[config.mk]
export PLATFORM = sky130hd
export DESIGN_NAME = bounded_sorted_list_engine_flat
export DESIGN_NICKNAME = d
export VERILOG_FILES = /design/src/bsle_pkg.sv /design/src/bsle_in_if.sv /design/src/bsle_out_if.sv /design/src/bsle_datapath.sv /design/src/bsle_ctrl.sv /design/src/bounded_sorted_list_engine.sv /design/src/flat_wrapper.sv
export SDC_FILE = /design/constraint.sdc
export NUM_CORES = 1
export LEC_CHECK = 0
export BUFFER_PORTS_ARGS = -buffer_cell sky130_fd_sc_hd__buf_2
export CAP_MARGIN = 20
export CORE_ASPECT_RATIO = 0.5
export CORE_UTILIZATION = 55
export CTS_CLUSTER_SIZE = 40
export DETAILED_ROUTE_END_ITERATION = 10
export PLACE_DENSITY = 0.75
export SETUP_SLACK_MARGIN = 0.1
export SLEW_MARGIN = 20
export SYNTH_ARGS = -nofsm -noshare
export SYNTH_HDL_FRONTEND = slang
export SYNTH_HIERARCHICAL = 1
export SYNTH_SLANG_ARGS = --single-unit
[constraint.sdc]
create_clock -name clk -period 6.3 [get_ports clk]
set_input_delay 0.945 -clock clk [delete_from_list [all_inputs] [get_ports clk]]
set_output_delay 0.945 -clock clk [all_outputs]
set_load 0.01 [all_outputs]
[src/bsle_pkg.sv]
// bsle_pkg: shared widths, request and status codes, datapath command and status types
// used by the interfaces, the controller, the datapath and the top level
`timescale 1ns / 1ps

package bsle_pkg;

  localparam int DEPTH       = 16;
  localparam int MAX_RESULTS = 16;
  localparam int DATA_W      = 32;
  localparam int REQ_W       = 3;
  localparam int STATUS_W    = 2;
  localparam int COUNT_W     = 5;
  localparam int IDX_W       = $clog2(DEPTH + 1);
  localparam int ADDR_W      = $clog2(DEPTH);

  typedef enum logic [REQ_W-1:0] {
    REQ_PUSH_FRONT = 3'd0,
    REQ_PUSH_BACK  = 3'd1,
    REQ_POP_FRONT  = 3'd2,
    REQ_POP_BACK   = 3'd3,
    REQ_SORT       = 3'd4,
    REQ_INSERT     = 3'd5,
    REQ_REMOVE     = 3'd6,
    REQ_LIST       = 3'd7
  } req_code_t;

  typedef enum logic [STATUS_W-1:0] {
    ST_OK        = 2'd0,
    ST_EMPTY     = 2'd1,
    ST_FULL      = 2'd2,
    ST_NOT_FOUND = 2'd3
  } status_t;

  typedef enum logic [2:0] {
    A_IDX    = 3'd0,
    A_IDX_M1 = 3'd1,
    A_IDX_P1 = 3'd2,
    A_OCC    = 3'd3,
    A_OCC_M1 = 3'd4,
    A_POS    = 3'd5
  } addr_sel_t;

  typedef enum logic [1:0] {
    W_OPND  = 2'd0,
    W_RDATA = 2'd1,
    W_CARRY = 2'd2
  } wdata_sel_t;

  typedef enum logic [2:0] {
    I_HOLD = 3'd0,
    I_INC  = 3'd1,
    I_DEC  = 3'd2,
    I_ZERO = 3'd3,
    I_OCC  = 3'd4
  } idx_op_t;

  typedef enum logic [1:0] {
    P_HOLD   = 2'd0,
    P_IDX    = 2'd1,
    P_OCC_M1 = 2'd2,
    P_DEC    = 2'd3
  } pos_op_t;

  typedef enum logic [1:0] {
    O_HOLD = 2'd0,
    O_INC  = 2'd1,
    O_DEC  = 2'd2
  } occ_op_t;

  typedef struct packed {
    logic       load;
    logic       rd;
    logic       wr;
    addr_sel_t  addr_sel;
    wdata_sel_t wdata_sel;
    idx_op_t    idx_op;
    pos_op_t    pos_op;
    occ_op_t    occ_op;
    logic       val_capture;
    logic       carry_capture;
    logic       swap_clr;
    logic       swap_set;
    logic       res_en;
    status_t    res_status;
    logic       res_last;
    logic       res_rdata;
  } dp_cmd_t;

  typedef struct packed {
    req_code_t req;
    logic      occ_zero;
    logic      occ_full;
    logic      occ_one;
    logic      idx_eq_occ;
    logic      idx_eq_pos;
    logic      idx_p1_eq_occ;
    logic      idx_last;
    logic      pos_one;
    logic      lt_opnd;
    logic      eq_opnd;
    logic      lt_carry;
    logic      swap;
    logic      out_fire;
    logic      out_last;
  } dp_sts_t;

endpackage

[src/bsle_in_if.sv]
// bsle_in_if: request channel, valid/ready with request code and operand
// depends on bsle_pkg
`timescale 1ns / 1ps

interface bsle_in_if import bsle_pkg::*; ();
  logic                     valid;
  logic                     ready;
  logic [REQ_W-1:0]         req_type;
  logic signed [DATA_W-1:0] operand_value;

  modport source (output valid, output req_type, output operand_value, input ready);
  modport sink   (input valid, input req_type, input operand_value, output ready);
endinterface

[src/bsle_out_if.sv]
// bsle_out_if: result channel, valid/ready with entry value, status, count and last flag
// depends on bsle_pkg
`timescale 1ns / 1ps

interface bsle_out_if import bsle_pkg::*; ();
  logic                     valid;
  logic                     ready;
  logic signed [DATA_W-1:0] entry_value;
  logic [STATUS_W-1:0]      status;
  logic [COUNT_W-1:0]       entry_count;
  logic                     last_of_run;

  modport source (output valid, output entry_value, output status, output entry_count,
                  output last_of_run, input ready);
  modport sink   (input valid, input entry_value, input status, input entry_count,
                  input last_of_run, output ready);
endinterface

[src/bsle_datapath.sv]
// bsle_datapath: entry memory, occupancy, walk indices, sort carry and result register
// depends on bsle_pkg and bsle_out_if; driven by commands from bsle_ctrl
`timescale 1ns / 1ps

module bsle_datapath import bsle_pkg::*; (
  input  logic                     clk,
  input  logic                     rst_n,
  input  dp_cmd_t                  cmd,
  input  logic [REQ_W-1:0]         in_req_type,
  input  logic signed [DATA_W-1:0] in_operand_value,
  output dp_sts_t                  sts,
  bsle_out_if.source               out_res
);

  logic [DATA_W-1:0]        mem [DEPTH];
  logic signed [DATA_W-1:0] rdata_r;
  logic signed [DATA_W-1:0] opnd_r;
  logic signed [DATA_W-1:0] carry_r;
  logic signed [DATA_W-1:0] val_r;
  req_code_t                req_r;
  logic [IDX_W-1:0]         occ_r, occ_nxt;
  logic [IDX_W-1:0]         idx_r, idx_nxt;
  logic [IDX_W-1:0]         pos_r, pos_nxt;
  logic                     swap_r;

  logic                     out_valid_r;
  logic signed [DATA_W-1:0] out_value_r;
  status_t                  out_status_r;
  logic [COUNT_W-1:0]       out_count_r;
  logic                     out_last_r;

  logic [IDX_W-1:0]         addr_w;
  logic [ADDR_W-1:0]        addr;
  logic [DATA_W-1:0]        wdata;
  logic [IDX_W-1:0]         idx_p1;
  logic                     out_fire;

  assign idx_p1   = idx_r + IDX_W'(1);
  assign out_fire = out_valid_r && out_res.ready;

  always_comb begin
    case (cmd.addr_sel)
      A_IDX:    addr_w = idx_r;
      A_IDX_M1: addr_w = idx_r - IDX_W'(1);
      A_IDX_P1: addr_w = idx_p1;
      A_OCC:    addr_w = occ_r;
      A_OCC_M1: addr_w = occ_r - IDX_W'(1);
      A_POS:    addr_w = pos_r;
      default:  addr_w = idx_r;
    endcase
  end
  assign addr = addr_w[ADDR_W-1:0];

  always_comb begin
    case (cmd.wdata_sel)
      W_OPND:  wdata = opnd_r;
      W_RDATA: wdata = rdata_r;
      W_CARRY: wdata = carry_r;
      default: wdata = opnd_r;
    endcase
  end

  // single port entry store with registered read
  always_ff @(posedge clk) begin
    if (cmd.wr) begin
      mem[addr] <= wdata;
    end
    if (cmd.rd) begin
      rdata_r <= mem[addr];
    end
  end

  always_comb begin
    case (cmd.idx_op)
      I_INC:   idx_nxt = idx_p1;
      I_DEC:   idx_nxt = idx_r - IDX_W'(1);
      I_ZERO:  idx_nxt = '0;
      I_OCC:   idx_nxt = occ_r;
      default: idx_nxt = idx_r;
    endcase
    if (cmd.load) begin
      idx_nxt = '0;
    end
  end

  always_comb begin
    case (cmd.pos_op)
      P_IDX:    pos_nxt = idx_r;
      P_OCC_M1: pos_nxt = occ_r - IDX_W'(1);
      P_DEC:    pos_nxt = pos_r - IDX_W'(1);
      default:  pos_nxt = pos_r;
    endcase
  end

  always_comb begin
    case (cmd.occ_op)
      O_INC:   occ_nxt = occ_r + IDX_W'(1);
      O_DEC:   occ_nxt = occ_r - IDX_W'(1);
      default: occ_nxt = occ_r;
    endcase
  end

  always_ff @(posedge clk) begin
    if (!rst_n) begin
      occ_r       <= '0;
      out_valid_r <= 1'b0;
    end else begin
      occ_r <= occ_nxt;
      if (cmd.res_en) begin
        out_valid_r <= 1'b1;
      end else if (out_fire) begin
        out_valid_r <= 1'b0;
      end
    end
  end

  always_ff @(posedge clk) begin
    idx_r <= idx_nxt;
    pos_r <= pos_nxt;
    if (cmd.load) begin
      req_r  <= req_code_t'(in_req_type);
      opnd_r <= in_operand_value;
      val_r  <= '0;
    end else if (cmd.val_capture) begin
      val_r <= rdata_r;
    end
    if (cmd.carry_capture) begin
      carry_r <= rdata_r;
    end
    if (cmd.swap_clr) begin
      swap_r <= 1'b0;
    end else if (cmd.swap_set) begin
      swap_r <= 1'b1;
    end
    if (cmd.res_en) begin
      out_value_r  <= cmd.res_rdata ? rdata_r : val_r;
      out_status_r <= cmd.res_status;
      out_count_r  <= COUNT_W'(occ_r);
      out_last_r   <= cmd.res_last;
    end
  end

  assign out_res.valid       = out_valid_r;
  assign out_res.entry_value = out_value_r;
  assign out_res.status      = out_status_r;
  assign out_res.entry_count = out_count_r;
  assign out_res.last_of_run = out_last_r;

  always_comb begin
    sts.req           = req_r;
    sts.occ_zero      = (occ_r == '0);
    sts.occ_full      = (occ_r == IDX_W'(DEPTH));
    sts.occ_one       = (occ_r == IDX_W'(1));
    sts.idx_eq_occ    = (idx_r == occ_r);
    sts.idx_eq_pos    = (idx_r == pos_r);
    sts.idx_p1_eq_occ = (idx_p1 == occ_r);
    // a listing stops at the end of the list or at the result limit
    sts.idx_last      = (idx_p1 == occ_r) || (idx_p1 == IDX_W'(MAX_RESULTS));
    sts.pos_one       = (pos_r == IDX_W'(1));
    sts.lt_opnd       = (opnd_r < rdata_r);
    sts.eq_opnd       = (opnd_r == rdata_r);
    sts.lt_carry      = (rdata_r < carry_r);
    sts.swap          = swap_r;
    sts.out_fire      = out_fire;
    sts.out_last      = out_last_r;
  end

  a_wr_in_range: assert property (@(posedge clk) disable iff (!rst_n)
    cmd.wr |-> (addr_w < IDX_W'(DEPTH)))
    else $error("entry write outside the list storage");

  a_rd_in_range: assert property (@(posedge clk) disable iff (!rst_n)
    cmd.rd |-> (addr_w < occ_r))
    else $error("entry read beyond the occupied part of the list");

  a_occ_step: assert property (@(posedge clk) disable iff (!rst_n)
    1'b1 |=> (occ_r == $past(occ_r) || occ_r == $past(occ_r) + IDX_W'(1) ||
              occ_r == $past(occ_r) - IDX_W'(1)))
    else $error("occupancy moved by more than one");

  a_occ_bound: assert property (@(posedge clk) disable iff (!rst_n)
    (occ_nxt != occ_r) |=> (occ_r <= IDX_W'(DEPTH)))
    else $error("occupancy beyond depth");

  a_no_overwrite: assert property (@(posedge clk) disable iff (!rst_n)
    cmd.res_en |-> !out_valid_r)
    else $error("new result while previous one still pending");

endmodule

[src/bsle_ctrl.sv]
// bsle_ctrl: request sequencer for the list engine, issues one datapath command per cycle
// depends on bsle_pkg; status comes back from bsle_datapath
`timescale 1ns / 1ps

module bsle_ctrl import bsle_pkg::*; (
  input  logic    clk,
  input  logic    rst_n,
  input  logic    in_valid,
  output logic    in_ready,
  input  dp_sts_t sts,
  output dp_cmd_t cmd
);

  typedef enum logic [20:0] {
    S_IDLE      = 21'h000001,
    S_DISPATCH  = 21'h000002,
    S_UP        = 21'h000004,
    S_UP_WR     = 21'h000008,
    S_DN        = 21'h000010,
    S_DN_WR     = 21'h000020,
    S_POPF      = 21'h000040,
    S_POPB      = 21'h000080,
    S_INS       = 21'h000100,
    S_INS_CHK   = 21'h000200,
    S_RM        = 21'h000400,
    S_RM_CHK    = 21'h000800,
    S_SRT_START = 21'h001000,
    S_SRT_LD    = 21'h002000,
    S_SRT_RD    = 21'h004000,
    S_SRT_CMP   = 21'h008000,
    S_SRT_END   = 21'h010000,
    S_LS_RD     = 21'h020000,
    S_LS_OUT    = 21'h040000,
    S_DONE      = 21'h080000,
    S_WAIT      = 21'h100000
  } state_t;

  state_t state_r, state_nxt;

  always_ff @(posedge clk) begin
    if (!rst_n) begin
      state_r <= S_IDLE;
    end else begin
      state_r <= state_nxt;
    end
  end

  always_comb begin
    state_nxt = state_r;
    cmd       = '0;
    in_ready  = 1'b0;
    case (state_r)
      S_IDLE: begin
        in_ready = 1'b1;
        if (in_valid) begin
          cmd.load  = 1'b1;
          state_nxt = S_DISPATCH;
        end
      end
      S_DISPATCH: begin
        case (sts.req)
          REQ_PUSH_FRONT, REQ_INSERT: begin
            if (sts.occ_full) begin
              cmd.res_en     = 1'b1;
              cmd.res_status = ST_FULL;
              cmd.res_last   = 1'b1;
              state_nxt      = S_WAIT;
            end else if (sts.req == REQ_PUSH_FRONT) begin
              // gap opens at the front, idx is still zero here
              cmd.pos_op = P_IDX;
              cmd.idx_op = I_OCC;
              state_nxt  = S_UP;
            end else begin
              state_nxt = S_INS;
            end
          end
          REQ_PUSH_BACK: begin
            if (sts.occ_full) begin
              cmd.res_en     = 1'b1;
              cmd.res_status = ST_FULL;
              cmd.res_last   = 1'b1;
              state_nxt      = S_WAIT;
            end else begin
              cmd.wr        = 1'b1;
              cmd.addr_sel  = A_OCC;
              cmd.wdata_sel = W_OPND;
              cmd.occ_op    = O_INC;
              state_nxt     = S_DONE;
            end
          end
          REQ_POP_FRONT, REQ_POP_BACK, REQ_SORT, REQ_REMOVE, REQ_LIST: begin
            if (sts.occ_zero) begin
              cmd.res_en     = 1'b1;
              cmd.res_status = ST_EMPTY;
              cmd.res_last   = 1'b1;
              state_nxt      = S_WAIT;
            end else if (sts.req == REQ_POP_FRONT) begin
              cmd.rd       = 1'b1;
              cmd.addr_sel = A_IDX;
              state_nxt    = S_POPF;
            end else if (sts.req == REQ_POP_BACK) begin
              cmd.rd       = 1'b1;
              cmd.addr_sel = A_OCC_M1;
              state_nxt    = S_POPB;
            end else if (sts.req == REQ_SORT) begin
              if (sts.occ_one) begin
                state_nxt = S_DONE;
              end else begin
                cmd.pos_op = P_OCC_M1;
                state_nxt  = S_SRT_START;
              end
            end else if (sts.req == REQ_REMOVE) begin
              state_nxt = S_RM;
            end else begin
              state_nxt = S_LS_RD;
            end
          end
          default: begin
            state_nxt = S_DONE;
          end
        endcase
      end
      // shift entries up until the gap reaches pos, then drop the operand in
      S_UP: begin
        if (sts.idx_eq_pos) begin
          cmd.wr        = 1'b1;
          cmd.addr_sel  = A_POS;
          cmd.wdata_sel = W_OPND;
          cmd.occ_op    = O_INC;
          state_nxt     = S_DONE;
        end else begin
          cmd.rd       = 1'b1;
          cmd.addr_sel = A_IDX_M1;
          state_nxt    = S_UP_WR;
        end
      end
      S_UP_WR: begin
        cmd.wr        = 1'b1;
        cmd.addr_sel  = A_IDX;
        cmd.wdata_sel = W_RDATA;
        cmd.idx_op    = I_DEC;
        state_nxt     = S_UP;
      end
      // close the gap at idx by moving the tail down one place
      S_DN: begin
        if (sts.idx_p1_eq_occ) begin
          cmd.occ_op = O_DEC;
          state_nxt  = S_DONE;
        end else begin
          cmd.rd       = 1'b1;
          cmd.addr_sel = A_IDX_P1;
          state_nxt    = S_DN_WR;
        end
      end
      S_DN_WR: begin
        cmd.wr        = 1'b1;
        cmd.addr_sel  = A_IDX;
        cmd.wdata_sel = W_RDATA;
        cmd.idx_op    = I_INC;
        state_nxt     = S_DN;
      end
      S_POPF: begin
        cmd.val_capture = 1'b1;
        state_nxt       = S_DN;
      end
      S_POPB: begin
        cmd.val_capture = 1'b1;
        cmd.occ_op      = O_DEC;
        state_nxt       = S_DONE;
      end
      // find the first entry greater than the operand
      S_INS: begin
        if (sts.idx_eq_occ) begin
          cmd.pos_op = P_IDX;
          cmd.idx_op = I_OCC;
          state_nxt  = S_UP;
        end else begin
          cmd.rd       = 1'b1;
          cmd.addr_sel = A_IDX;
          state_nxt    = S_INS_CHK;
        end
      end
      S_INS_CHK: begin
        if (sts.lt_opnd) begin
          cmd.pos_op = P_IDX;
          cmd.idx_op = I_OCC;
          state_nxt  = S_UP;
        end else begin
          cmd.idx_op = I_INC;
          state_nxt  = S_INS;
        end
      end
      S_RM: begin
        if (sts.idx_eq_occ) begin
          cmd.res_en     = 1'b1;
          cmd.res_status = ST_NOT_FOUND;
          cmd.res_last   = 1'b1;
          state_nxt      = S_WAIT;
        end else begin
          cmd.rd       = 1'b1;
          cmd.addr_sel = A_IDX;
          state_nxt    = S_RM_CHK;
        end
      end
      S_RM_CHK: begin
        if (sts.eq_opnd) begin
          state_nxt = S_DN;
        end else begin
          cmd.idx_op = I_INC;
          state_nxt  = S_RM;
        end
      end
      // bubble pass: carry the largest value seen toward pos
      S_SRT_START: begin
        cmd.rd       = 1'b1;
        cmd.addr_sel = A_IDX;
        cmd.swap_clr = 1'b1;
        state_nxt    = S_SRT_LD;
      end
      S_SRT_LD: begin
        cmd.carry_capture = 1'b1;
        cmd.idx_op        = I_INC;
        state_nxt         = S_SRT_RD;
      end
      S_SRT_RD: begin
        cmd.rd       = 1'b1;
        cmd.addr_sel = A_IDX;
        state_nxt    = S_SRT_CMP;
      end
      S_SRT_CMP: begin
        cmd.wr       = 1'b1;
        cmd.addr_sel = A_IDX_M1;
        if (sts.lt_carry) begin
          cmd.wdata_sel = W_RDATA;
          cmd.swap_set  = 1'b1;
        end else begin
          cmd.wdata_sel     = W_CARRY;
          cmd.carry_capture = 1'b1;
        end
        if (sts.idx_eq_pos) begin
          state_nxt = S_SRT_END;
        end else begin
          cmd.idx_op = I_INC;
          state_nxt  = S_SRT_RD;
        end
      end
      S_SRT_END: begin
        cmd.wr        = 1'b1;
        cmd.addr_sel  = A_POS;
        cmd.wdata_sel = W_CARRY;
        if (!sts.swap || sts.pos_one) begin
          state_nxt = S_DONE;
        end else begin
          cmd.pos_op = P_DEC;
          cmd.idx_op = I_ZERO;
          state_nxt  = S_SRT_START;
        end
      end
      S_LS_RD: begin
        cmd.rd       = 1'b1;
        cmd.addr_sel = A_IDX;
        state_nxt    = S_LS_OUT;
      end
      S_LS_OUT: begin
        cmd.res_en     = 1'b1;
        cmd.res_status = ST_OK;
        cmd.res_last   = sts.idx_last;
        cmd.res_rdata  = 1'b1;
        state_nxt      = S_WAIT;
      end
      S_DONE: begin
        cmd.res_en     = 1'b1;
        cmd.res_status = ST_OK;
        cmd.res_last   = 1'b1;
        state_nxt      = S_WAIT;
      end
      S_WAIT: begin
        if (sts.out_fire) begin
          if (sts.out_last) begin
            state_nxt = S_IDLE;
          end else begin
            cmd.idx_op = I_INC;
            state_nxt  = S_LS_RD;
          end
        end
      end
      default: begin
        state_nxt = S_IDLE;
      end
    endcase
  end

endmodule

[src/bounded_sorted_list_engine.sv]
// bounded_sorted_list_engine: ordered list of signed values with deque, sort and search requests
// top level; depends on bsle_pkg, bsle_in_if, bsle_out_if, bsle_ctrl and bsle_datapath
`timescale 1ns / 1ps

// usage:
//   in_req takes one request item (req_type, operand_value) with valid/ready.
//   out_res returns result items (entry_value, status, entry_count, last_of_run).
//   every request gives one result, except list on a non-empty list, which gives one per entry
//   (at most MAX_RESULTS) front to back, with last_of_run on the final one.
//   the list lives in a single-port entry memory with registered read; all
//   work walks it one entry at a time:
//     full or empty errors are answered on dispatch; push back and pop back touch
//       only the end entry
//     push front, insert, pop front, remove: walk or move entries one by one
//     sort: bubble passes, up to DEPTH-1 of them, stopping after a pass with no swap
//     list: one entry read per result
//   one request is worked on at a time; in_req.ready is high only between
//   requests. a result sits in the output register until taken, and the
//   engine waits there while out_res.ready is low.
//   reset (rst_n low, synchronous) empties the list; no clearing pass runs.

module bounded_sorted_list_engine import bsle_pkg::*; (
  input  logic       clk,
  input  logic       rst_n,
  bsle_in_if.sink    in_req,
  bsle_out_if.source out_res
);

  dp_cmd_t cmd;
  dp_sts_t sts;
  logic    in_ready;

  assign in_req.ready = in_ready;

  bsle_ctrl u_ctrl (
    .clk      (clk),
    .rst_n    (rst_n),
    .in_valid (in_req.valid),
    .in_ready (in_ready),
    .sts      (sts),
    .cmd      (cmd)
  );

  bsle_datapath u_datapath (
    .clk              (clk),
    .rst_n            (rst_n),
    .cmd              (cmd),
    .in_req_type      (in_req.req_type),
    .in_operand_value (in_req.operand_value),
    .sts              (sts),
    .out_res          (out_res)
  );

endmodule

[src/flat_wrapper.sv]
// flat-port wrapper written by rule: the top's interface ports become plain ports
module bounded_sorted_list_engine_flat import bsle_pkg::*;
  (clk, rst_n, in_req_valid, in_req_req_type, in_req_operand_value, in_req_ready, out_res_valid, out_res_entry_value, out_res_status, out_res_entry_count, out_res_last_of_run, out_res_ready);
  bsle_in_if in_req_i ();
  bsle_out_if out_res_i ();
  input  logic clk;
  input  logic rst_n;
  input wire logic [$bits(in_req_i.valid)-1:0] in_req_valid;
  input wire logic [$bits(in_req_i.req_type)-1:0] in_req_req_type;
  input wire logic [$bits(in_req_i.operand_value)-1:0] in_req_operand_value;
  output wire logic [$bits(in_req_i.ready)-1:0] in_req_ready;
  output wire logic [$bits(out_res_i.valid)-1:0] out_res_valid;
  output wire logic [$bits(out_res_i.entry_value)-1:0] out_res_entry_value;
  output wire logic [$bits(out_res_i.status)-1:0] out_res_status;
  output wire logic [$bits(out_res_i.entry_count)-1:0] out_res_entry_count;
  output wire logic [$bits(out_res_i.last_of_run)-1:0] out_res_last_of_run;
  input wire logic [$bits(out_res_i.ready)-1:0] out_res_ready;
  assign in_req_i.valid = in_req_valid;
  assign in_req_i.req_type = in_req_req_type;
  assign in_req_i.operand_value = in_req_operand_value;
  assign in_req_ready = in_req_i.ready;
  assign out_res_valid = out_res_i.valid;
  assign out_res_entry_value = out_res_i.entry_value;
  assign out_res_status = out_res_i.status;
  assign out_res_entry_count = out_res_i.entry_count;
  assign out_res_last_of_run = out_res_i.last_of_run;
  assign out_res_i.ready = out_res_ready;
  bounded_sorted_list_engine u_core (.clk(clk), .rst_n(rst_n), .in_req(in_req_i), .out_res(out_res_i));
endmodule
==> impl_metrics.yaml <==
cells_and_area:
  layout-drive-gt1-share: 0.135
  diodes: 0
  stdcell_count: 3310
  mostFrequentLayoutCells: "edfxtp_1 (656), nand2_1 (393), mux2i_1 (229), a21oi_1 (162)"
  design_area_sq_um: 35400
  mostFrequentLayoutCell: "edfxtp_1"
  final_nets: 2620
  syn2layout_area_growth_pct: 12.1
  fillCellCount: 4017
timing:
  finalHoldViolations: 0
  fmax_ghz: 0.171
  setup_violations: 0
  finalCriticalPeriod_ns: 5.86
  clock_skew_ns: 0.0231
  rsz0062_at_grt: "no"
  min_period_over_period: 0.930
  worst_pin_slew_ns: 1.13
  slew_viol_final: 0
  relSlewSlack: 0.246
  tns_ns: 0
  timing.final.ws_setup_ns: 0.443
global_route:
  grt_pass1_wl_um: 112000
  track_usage: 0.255
  grt_pass1_vias: 19100
  antenna_found_initial: 1
  grt.overflow.total: 0
  grt_max_degree: 99
clock_network:
  htreeDepth: 3
  clockBufferDepth: 3
  post_cts_buffers: 0
  cts_tree: "yes"
  clock-sinks: 721
  insertion_delay_ns: 0.61
  cts_root_buffer: "clkbuf_16"
  postCtsHoldBufs: 0
  cts_resized: 0
  cts_buffers: 66
  clk_pin_slew_ns: 0.06
logic_synthesis:
  ys_warn_count: 6
  syn_inst: 2403
  synth-seq-cells: 721
  synth_edf_count: 656
  syn-num-nets: 2517
  synth_flop_cell: "edfxtp_1"
  yosys.cell_types.count: 76
  synth_area_sq_um: 31600
  async_flop_share: 0
  postSynthAreaPerCell_sq_um: 13.1
  yosysSeqAreaShare: 0.665
placed_design:
  dp_slack_ns: 0.664
  placed_area_sq_um: 33300
  portBuffers: 80
  hpwl_um: 47100
  gp_congestion: 1.00
  dp.cells: 3194
worst_setup_path:
  r2r_cells: 12
  worstReg2RegStart: "u_core/u_ctrl/state_r[8]"
  crit_path_start: "u_core/u_ctrl/state_r[8]"
  cp-start-kind: "register"
  cp_max_fo: 23
  crit_required_ns: 6.59
  rrSetupSlack_ns: 0.44
  timing.rr.end: "u_core/u_datapath/mem[11][29]"
  endpoint: "u_core/u_datapath/mem[11][29]"
  arrival_ns: 6.15
  end_kind: "register"
  critPathKind: "reg2reg"
route:
  wl_per_cell_um: 22.6
  ant_nets: 0
  drt-total-wl_um: 74900
  avgViaCountPerCell: 6.13
  drtIter0Drc: 2326
  drc: 0
  first_pass_iters: 5
  vias: 20300
pwr:
  p_int_uw: 7740
  p_leak_uw: 0.0128
  power_density_nw_per_um2: 284
  p_clk_frac: 0.390
  switching_share: 0.229
  p_switching_uw: 2300
  seq_power_share: 0.536
  ir_drop_v: 0.000179
  power_frac_comb: 0.075
die:
  core_sq_um: 56100
  die_area_sq_um: 58400
  io_pins: 81
  die_w_um: 341
  floorplan.initialDensity: 0.563
  dieHeight_um: 171
  row_count: 61
job:
  max_cap_violations: 0
min_path:
  min_from: "u_core/u_datapath/val_r[31]"
  hold_path.class: "reg2reg"
outcome:
  status: "finished clean"
==> stage by stage <==
step | total power [uW] | hold slack (ns) | util
after floorplan | 5940 | 0.406 | -
after global placement | 6200 | 0.468 | 0.593
after detailed placement | 6220 | 0.479 | 0.593
after CTS | 10100 | 0.496 | 0.631
after global routing | 10300 | 0.506 | 0.631
final | 10000 | 0.490 | 0.631
==> worst max-delay path: stages (launching register included) <==
cell,delay (ns)
dfxtp_1,0.35
or4_1,0.68
or3_1,0.46
or3_4,0.38
nor4b_2,0.40
nand2_1,0.13
nand3_1,0.44
buf_4,0.26
o311ai_0,0.17
o22ai_1,0.89
nand3_1,0.58
nor2_4,0.51
buf_12,0.28
==> synth_stat cells (11+ instances only) <==
cell type / instances / area [sq um]
a22oi_1: 65 / 488
edfxtp_1: 656 / 19700
xnor2_1: 19 / 166
buf_1: 14 / 52.6
o21ai_0: 67 / 335
nand2_1: 395 / 1480
nand3_1: 27 / 135
nor2b_1: 13 / 81.3
buf_4: 11 / 82.6
nor3_1: 21 / 105
ha_1: 75 / 938
nor2_1: 103 / 387
clkbuf_1: 62 / 233
mux2_2: 33 / 372
dfxtp_1: 65 / 1300
nand2b_1: 14 / 87.6
a21o_1: 18 / 135
inv_1: 85 / 319
o221ai_1: 32 / 280
mux2i_1: 229 / 2290
nand4_1: 19 / 119
buf_2: 43 / 215
a21oi_1: 162 / 811
==> state kept, by name, indices dropped and copies added (netlist names) <==
name / count
u_core/u_datapath/swap_r: 1
u_core/u_datapath/mem: 512
u_core/u_datapath/idx_r: 5
u_core/u_datapath/out_res.entry_value: 32
u_core/u_datapath/opnd_r: 32
u_core/u_datapath/out_res.valid: 1
u_core/u_ctrl/state_r: 21
u_core/u_datapath/pos_r: 5
u_core/u_datapath/out_res.entry_count: 5
u_core/u_datapath/out_res.last_of_run: 1
u_core/u_datapath/out_res.status: 2
u_core/u_datapath/occ_r: 5
u_core/u_datapath/rdata_r: 32
u_core/u_datapath/val_r: 32
u_core/u_datapath/carry_r: 32
u_core/u_datapath/req_r: 3
==> cell type report <==
cell class	instances	area, sq um	share of cell area
Sequential cell	721	21000	0.593
Multi-Input combinational cell	1457	9740	0.275
Clock buffer	84	1780	0.0503
Timing Repair Buffer	175	1290	0.0364
Tap cell	756	946	0.0267
Inverter	85	319	0.00902
Clock inverter	32	314	0.00887
==> per-layer routing <==
metal | vias up | wire, um | track usage
li1 | 9126 | - | -
met1 | 10100 | 32500 | 0.374
met2 | 948 | 33200 | 0.390
met3 | 145 | 7480 | 0.0502
met4 | 0 | 1820 | 0.0723
met5 | - | 0 | 0
==> kinds of logic (layout without fill, tap and decap cells) <==
group / Yosys count / count (layout) / synth area share
multiplexers: 263 / 263 / 0.0851
flip-flops: 721 / 721 / 0.665
AND/OR/NAND/NOR: 674 / 674 / 0.0966
XOR/XNOR: 28 / 28 / 0.00777
buffers and inverters: 225 / 376 / 0.0319
AO/OA/AOI/OAI: 417 / 417 / 0.0836
adder cells (fa/ha/maj): 75 / 75 / 0.0297
==> how the worst min path moves through the flow <==
stage                                               end  depth (start not counted)
2_1_floorplan  u_core/u_datapath/out_res.entry_count[2]                          0
3_3_place_gp                u_core/u_datapath/val_r[19]                          2
3_5_place_dp                 u_core/u_datapath/val_r[6]                          2
4_1_cts                     u_core/u_datapath/val_r[21]                          2
5_1_grt                    u_core/u_datapath/opnd_r[12]                          1
6_report                    u_core/u_datapath/val_r[31]                          2
==> power groups by stage <==
stage / logic, uW / clock network [uW] / registers (uW)
global placement: 716 / 0 / 5490
CTS: 740 / 3960 / 5380
floorplan: 472 / 0 / 5470
global route: 811 / 4140 / 5380
finish: 749 / 3910 / 5380
detailed placement: 735 / 0 / 5490
(Power assumes the default switching activity.)
